<file path="config.mk">
export PLATFORM = sky130hd
export DESIGN_NAME = rds_mem
export DESIGN_NICKNAME = d
export VERILOG_FILES = /design/src/rds_pkg.sv /design/src/rds_mem.sv
export SDC_FILE = /design/constraint.sdc
export NUM_CORES = 2
export LEC_CHECK = 0
export ABC_AREA = 0
export BUFFER_PORTS_ARGS = -buffer_cell sky130_fd_sc_hd__buf_2
export CAP_MARGIN = 30
export CELL_PAD_IN_SITES_DETAIL_PLACEMENT = 1
export CELL_PAD_IN_SITES_GLOBAL_PLACEMENT = 2
export CORE_MARGIN = 8
export CORE_UTILIZATION = 25
export CTS_BUF_LIST = sky130_fd_sc_hd__clkbuf_8
export DETAILED_ROUTE_END_ITERATION = 16
export GPL_TIMING_DRIVEN = 0
export HOLD_SLACK_MARGIN = 0.1
export PLACE_DENSITY_LB_ADDON = 0.12
export SLEW_MARGIN = 15
export SYNTH_ARGS = -nofsm -noshare
export SYNTH_HDL_FRONTEND = slang
export SYNTH_SLANG_ARGS = --single-unit
</file>
<file path="constraint.sdc">
create_clock -name clk -period 4.4 [get_ports clk]
set_clock_uncertainty 0.2 [all_clocks]
set_input_delay 1.32 -clock clk [delete_from_list [all_inputs] [get_ports clk]]
set_output_delay 1.32 -clock clk [all_outputs]
set_load 0.02 [all_outputs]
</file>
<file path="src/rds_pkg.sv">
package rds_pkg;

	localparam int CELLS = 64;
	localparam int AW    = $clog2(CELLS);
	localparam int SW    = $clog2(CELLS + 2);
	localparam int CW    = $clog2(CELLS + 1);
	localparam int VW    = 48;
	localparam int LW    = 52;
	localparam int NB    = 53;
	localparam int DW    = $clog2(CELLS + 255);
	localparam int SUMW  = NB + 2;
	localparam int IW    = 6;
	localparam int ALW   = 32;
	localparam int ROW   = 8;
	localparam int SIW   = 40;
	localparam int CFW   = 40;
	localparam int CIW   = 2;

	localparam logic signed [VW-1:0] VMAX = {1'b0, {(VW-1){1'b1}}};
	localparam logic signed [VW-1:0] VMIN = {1'b1, {(VW-1){1'b0}}};

	localparam logic [CIW-1:0] CFG_ALPHA = 2'd0;
	localparam logic [CIW-1:0] CFG_RO    = 2'd1;
	localparam logic [CIW-1:0] CFG_SRC   = 2'd2;

	localparam logic [1:0] JOB_MID   = 2'd0;
	localparam logic [1:0] JOB_FIRST = 2'd1;
	localparam logic [1:0] JOB_LAST  = 2'd2;

	typedef struct packed {
		logic          shift;
		logic [AW-1:0] raddr;
		logic          job;
		logic [1:0]    jkind;
		logic [AW-1:0] jaddr;
	} stp_t;

	typedef struct packed {
		logic [AW-1:0]          addr;
		logic signed [NB-1:0]   a;
		logic signed [VW-1:0]   ctr;
		logic                   neg;
	} dpl_t;

endpackage

</file>
<file path="src/rds_mem.sv">
module rds_mem (
	input  logic                          clk,
	input  logic                          arst_n,
	input  logic                          we,
	input  logic [rds_pkg::AW-1:0]        waddr,
	input  logic signed [rds_pkg::VW-1:0] wdata,
	input  logic                          re,
	input  logic [rds_pkg::AW-1:0]        raddr,
	output logic signed [rds_pkg::VW-1:0] rdata
);

	logic signed [rds_pkg::VW-1:0] mem [rds_pkg::CELLS];
	logic [rds_pkg::CELLS-1:0]     vld_q;
	logic signed [rds_pkg::VW-1:0] rd_q;
	logic                          rvld_q;

	always_ff @(posedge clk) begin
		if (we)
			mem[waddr] <= wdata;
		if (re)
			rd_q <= mem[raddr];
	end

	// an entry never written since reset reads as zero
	always_ff @(posedge clk or negedge arst_n) begin
		if (!arst_n) begin
			vld_q  <= '0;
			rvld_q <= 1'b0;
		end else begin
			if (we)
				vld_q[waddr] <= 1'b1;
			if (re)
				rvld_q <= vld_q[raddr];
		end
	end

	assign rdata = rvld_q ? rd_q : '0;

endmodule

</file>
---- After elaboration in Yosys (flattened, before gate mapping) ----
Memory sizes are Yosys's and may differ from the RTL's. A register that Yosys moved wholly into a read port is not among the register bits.
Index checks and enable logic that the tools add are counted.
operators by class
  mux-type cells .......................... 7
  reduce and logical (&&, ||, !) cells .... 1
  bitwise gates (word level) .............. 1
  $lt $le $gt $ge ......................... 3
operator list
  operator            number
  $or 64x64->64       1
  $mux 48             1
  $lt 6x7->1 const B  2
  $bmux 1 s6          1
  $demux 1 s6         1
  $ge 6x1->1 const B  1
  $mux 1              4
  $logic_and 1x1->1   1
word-level totals
  logic and storage cells ................. 15
  flip-flop bits (word level) ............. 65
  input port bits ......................... 64
  memories kept ........................... 1
  RAM bits ................................ 3072
memory list
  memory  depth  bits a word  rd ports  clocked after memory_dff  wr ports  RTL line       source
  mem     64     48           1         1                         1         rds_mem.sv:12  logic signed [rds_pkg::VW-1:0] mem [rds_pkg::CELLS];

---- Longest topological paths before layout ----
  depth after elaboration ................. 5
  gate-level depth with buffers ........... 10
  depth with buffers taken out ............ 5

---- Worst setup path after synthesis ----
OpenSTA, ideal clock, no wires.
  path type ............................... input to register
  start ................................... input waddr[3] (netlist name)
  end ..................................... memory mem[48][0] (netlist name), enable pin
  required time ........................... 3686 ps
  setup time .............................. 514 ps
  arrival time ............................ 5280 ps
  path slack .............................. -1594 ps
  cell stages on the path ................. 4
  cell sequence ........................... clkbuf_1 nand4b_1 or2_2 nor3_1
RTL lines
  item             RTL line       source
  start, declared  rds_mem.sv:5   input logic [rds_pkg::AW-1:0] waddr,
  end, declared    rds_mem.sv:12
No word-level cell before the write port.

==> flow_summary.yaml <==
outcome:
  status: "finished, violations left"
  violations: "setup timing"
clock_network:
  clock_latency_ns: 1.23
  cts.htree.levels: 6
  post_cts_buffers: 0
  tritoncts: "built"
  cts_buffer_depth: 4
  cts_buffers: 580
  cts.clk_slew.worst_paths_ns: 0.06
  clock_sinks: 3185
  cts-root-buf: "clkbuf_8"
power:
  leakagePower_nw: 46.19
  p_clk_frac: 0.405
  vdd_drop_max_mv: 0.3150
  p_per_area_nw_per_um2: 432.9
  fin_total_pwr_w: 0.06349
  swShare: 0.2418
  p_int_w: 0.04813
  pwr-share-comb: 0.063
  seq_power_share: 0.533
  p_switching_w: 0.01535
floorplan:
  die_w_microns: 711.0
  coreArea_sq_um: 481800
  pin_count: 112
  start_util: 0.2507
  die-height_microns: 711.0
  rows: 255
  die_area_sq_um: 505600
timing:
  min_period_ns: 4.473
  setup_tns_ns: -0.1684
  finalSetupViolCount: 4
  slew_viol_final: 0
  tightestPinTransition_ns: 1.071
  hold_viol: 0
  timing.final.ws_setup_ns: -0.07272
  slew_headroom: 0.2860
  max_freq_mhz: 223.6
  min_period_over_period: 1.017
yosys:
  yosys-top-cells-area: "edfxtp_1, mux4_2, dfrtp_1, a22oi_1, buf_2"
  seq_area_frac_synth: 0.7892
  ys.flop_type: "edfxtp_1"
  syn_area_per_cell_sq_um: 24.90
  yosysWarnings: 0
  synthArstFlopShare: 0.02041
  netlist_instances: 4850
  synth_edf_count: 3120
  synth.largest_area_cell: "edfxtp_1"
  syn_nets: 4914
  syn_area_sq_um: 120800
  ys_seq_elements: 3185
  synth_common_cells: "edfxtp_1, mux4_2, clkbuf_1, buf_2, a22oi_1"
  synth.distinct_cells: 32
  synth_top_area_share: 0.7758
  yosysMostFrequentCell: "edfxtp_1"
worst_setup_path:
  path_depth: 9
  critical_path.cell_chain: "clkbuf_1 -> buf_4 -> clkbuf_2 -> buf_12 -> clkbuf_1 -> mux4_2 -> mux4_2 -> a22oi_1 -> nand2_1"
  cp_max_fo: 10
  crit_type: "input port to register"
  start_kind: "input port"
  max_stage_delay_ns: 0.68
  critical_path_required_ns: 5.05
  arrival_ns: 5.12
  r2r_cells: 4
  cpMaxStageDelayCell: "clkbuf_1"
  worstSetupEndpointType: "register"
  crit_family: "buffers and inverters"
  cp_num_buf_inv: 5
placed_design:
  pre_cts_ws_ns: -2.356
  port_buffers: 101
  place_congestion: 0.7070
  dp_hpwl_microns: 298000
global_route:
  grt.total_usage: 0.1628
  grt_pass1_vias: 62927
  grt_max_degree: 65
  antenna_found_initial: 33
  gr-total-overflow: 0
  grt_pass1_wl_microns: 563600
cells_and_area:
  nFillCells: 47890
  area_growth_pct: 21.43
  fin_util: 0.3044
  final_layout_size_suffix_gt1_frac: 0.3802
  fin_nets: 5917
hold_path:
  hold_class: "register to register"
  hold_depth: 1
drt:
  wl_per_cell_microns: 33.21
  wl_microns: 422300
  avgViaCountPerCell: 4.539
  postRouteAntennaNets: 0
  dr.pass1.iters: 5
  route.detailed.drc: 0
  vias: 57728
  first_iter_violations: 4978
flow_run:
  max-cap-violations: 0
==> worst reg2reg max path: stages, from the launching register on <==
cell      delay (ns)
edfxtp_1        0.37
mux4_2          0.47
mux4_2          0.50
a22oi_1         0.58
nand2_1         0.45
==> final timing paths <==
| path | start | slack, ns | endpoint |
|---|---|---|---|
| min in group asynchronous | arst_n | 0.43 | vld_q[0]$_DFFE_PN0P_ |
| max reg2reg | mem[36][30]$_DFFE_PP_ | 1.44 | rd_q[30]$_DFFE_PP_ |
| min reg2reg | vld_q[57]$_DFFE_PN0P_ | 0.26 | vld_q[57]$_DFFE_PN0P_ |
| max | raddr[2] | -0.07 | rd_q[30]$_DFFE_PP_ |
| max in group asynchronous | arst_n | 2.95 | vld_q[12]$_DFFE_PN0P_ |
| min | vld_q[57]$_DFFE_PN0P_ | 0.26 | vld_q[57]$_DFFE_PN0P_ |
==> cells by family (layout without fill, tap and decap cells) <==
kind of cell	count (synthesis)	count (layout)	share of synthesized area
AOI/OAI and AO/OA	123	123	0.007335
buffers and inverters	259	1685	0.009604
DFF	3185	3185	0.7892
muxes	994	994	0.1818
other	0	17	0
and+or+nand+nor	289	289	0.01203
==> per-stage QoR <==
step,hold slack (ns),cell area [sq um],cells
floorplan,0.2337,120800,4850
global placement,0.2463,129400,11376
detailed placement,0.2521,136100,11690
CTS,0.1491,146500,12695
global route,0.2150,146600,12702
finish,0.2621,146700,12718
==> area by class of cell <==
type / instances / area (sq um) / share of cell area
timing repair buffer: 422 / 6868 / 0.04683
tap: 6425 / 8039 / 0.05481
clock inverter: 404 / 1982 / 0.01351
inverter: 3 / 11.26 / 0.00007678
buffer: 255 / 1245 / 0.008489
clock buffer: 601 / 8272 / 0.05640
multi-input combinational: 1406 / 24880 / 0.1697
sequential: 3185 / 95320 / 0.6499
antenna: 17 / 42.54 / 0.0002901
==> timing repair <==
action | in CTS | in global routing
endpoints found under the hold margin | 65 | 0
resized for setup | 42 | 0
hold buffers | 1 | 0
endpoints found under the setup margin | 61 | 0
==> layout by cell type, fill, tap and decap left out, types with 30 or more instances in the layout <==
master	n
edfxtp_1	3120
mux4_2	959
clkbuf_8	602
buf_12	212
inv_1	209
buf_2	189
clkinv_1	107
clkbuf_1	89
or2_2	65
dfrtp_1	65
nand2_1	64
nor2_4	62
a22oi_1	61
and2_1	48
buf_16	46
clkinv_2	34
buf_8	33
buf_6	32
clkbuf_2	30
==> flip-flops by register name (all words and copies together), names as in the netlist <==
| signal | count |
|---|---|
| rd_q | 48 |
| mem | 3072 |
| vld_q | 64 |
| rvld_q | 1 |
==> layer usage <==
layer  share of wire  wire length (microns)  vias to the layer above  track usage
met2            0.49                 206000                     1524       0.2728
met3           0.049                  20490                      559      0.02863
met5        0.000081                     34                        -            0
met4           0.021                   8811                        6      0.03742
met1            0.44                 186900                    32478       0.2208
li1                -                      -                    23161            -
==> power by group through the flow <==
stage | Sequential [W] | Combinational [W] | Clock (W)
after floorplan | 0.0344 | 0.00186 | 0
after global placement | 0.0345 | 0.00379 | 0
after detailed placement | 0.0344 | 0.00409 | 0
after CTS | 0.0338 | 0.00413 | 0.0268
after global routing | 0.0338 | 0.00423 | 0.0279
final | 0.0338 | 0.00398 | 0.0257
Note: power is estimated with default switching activity, not from simulation.
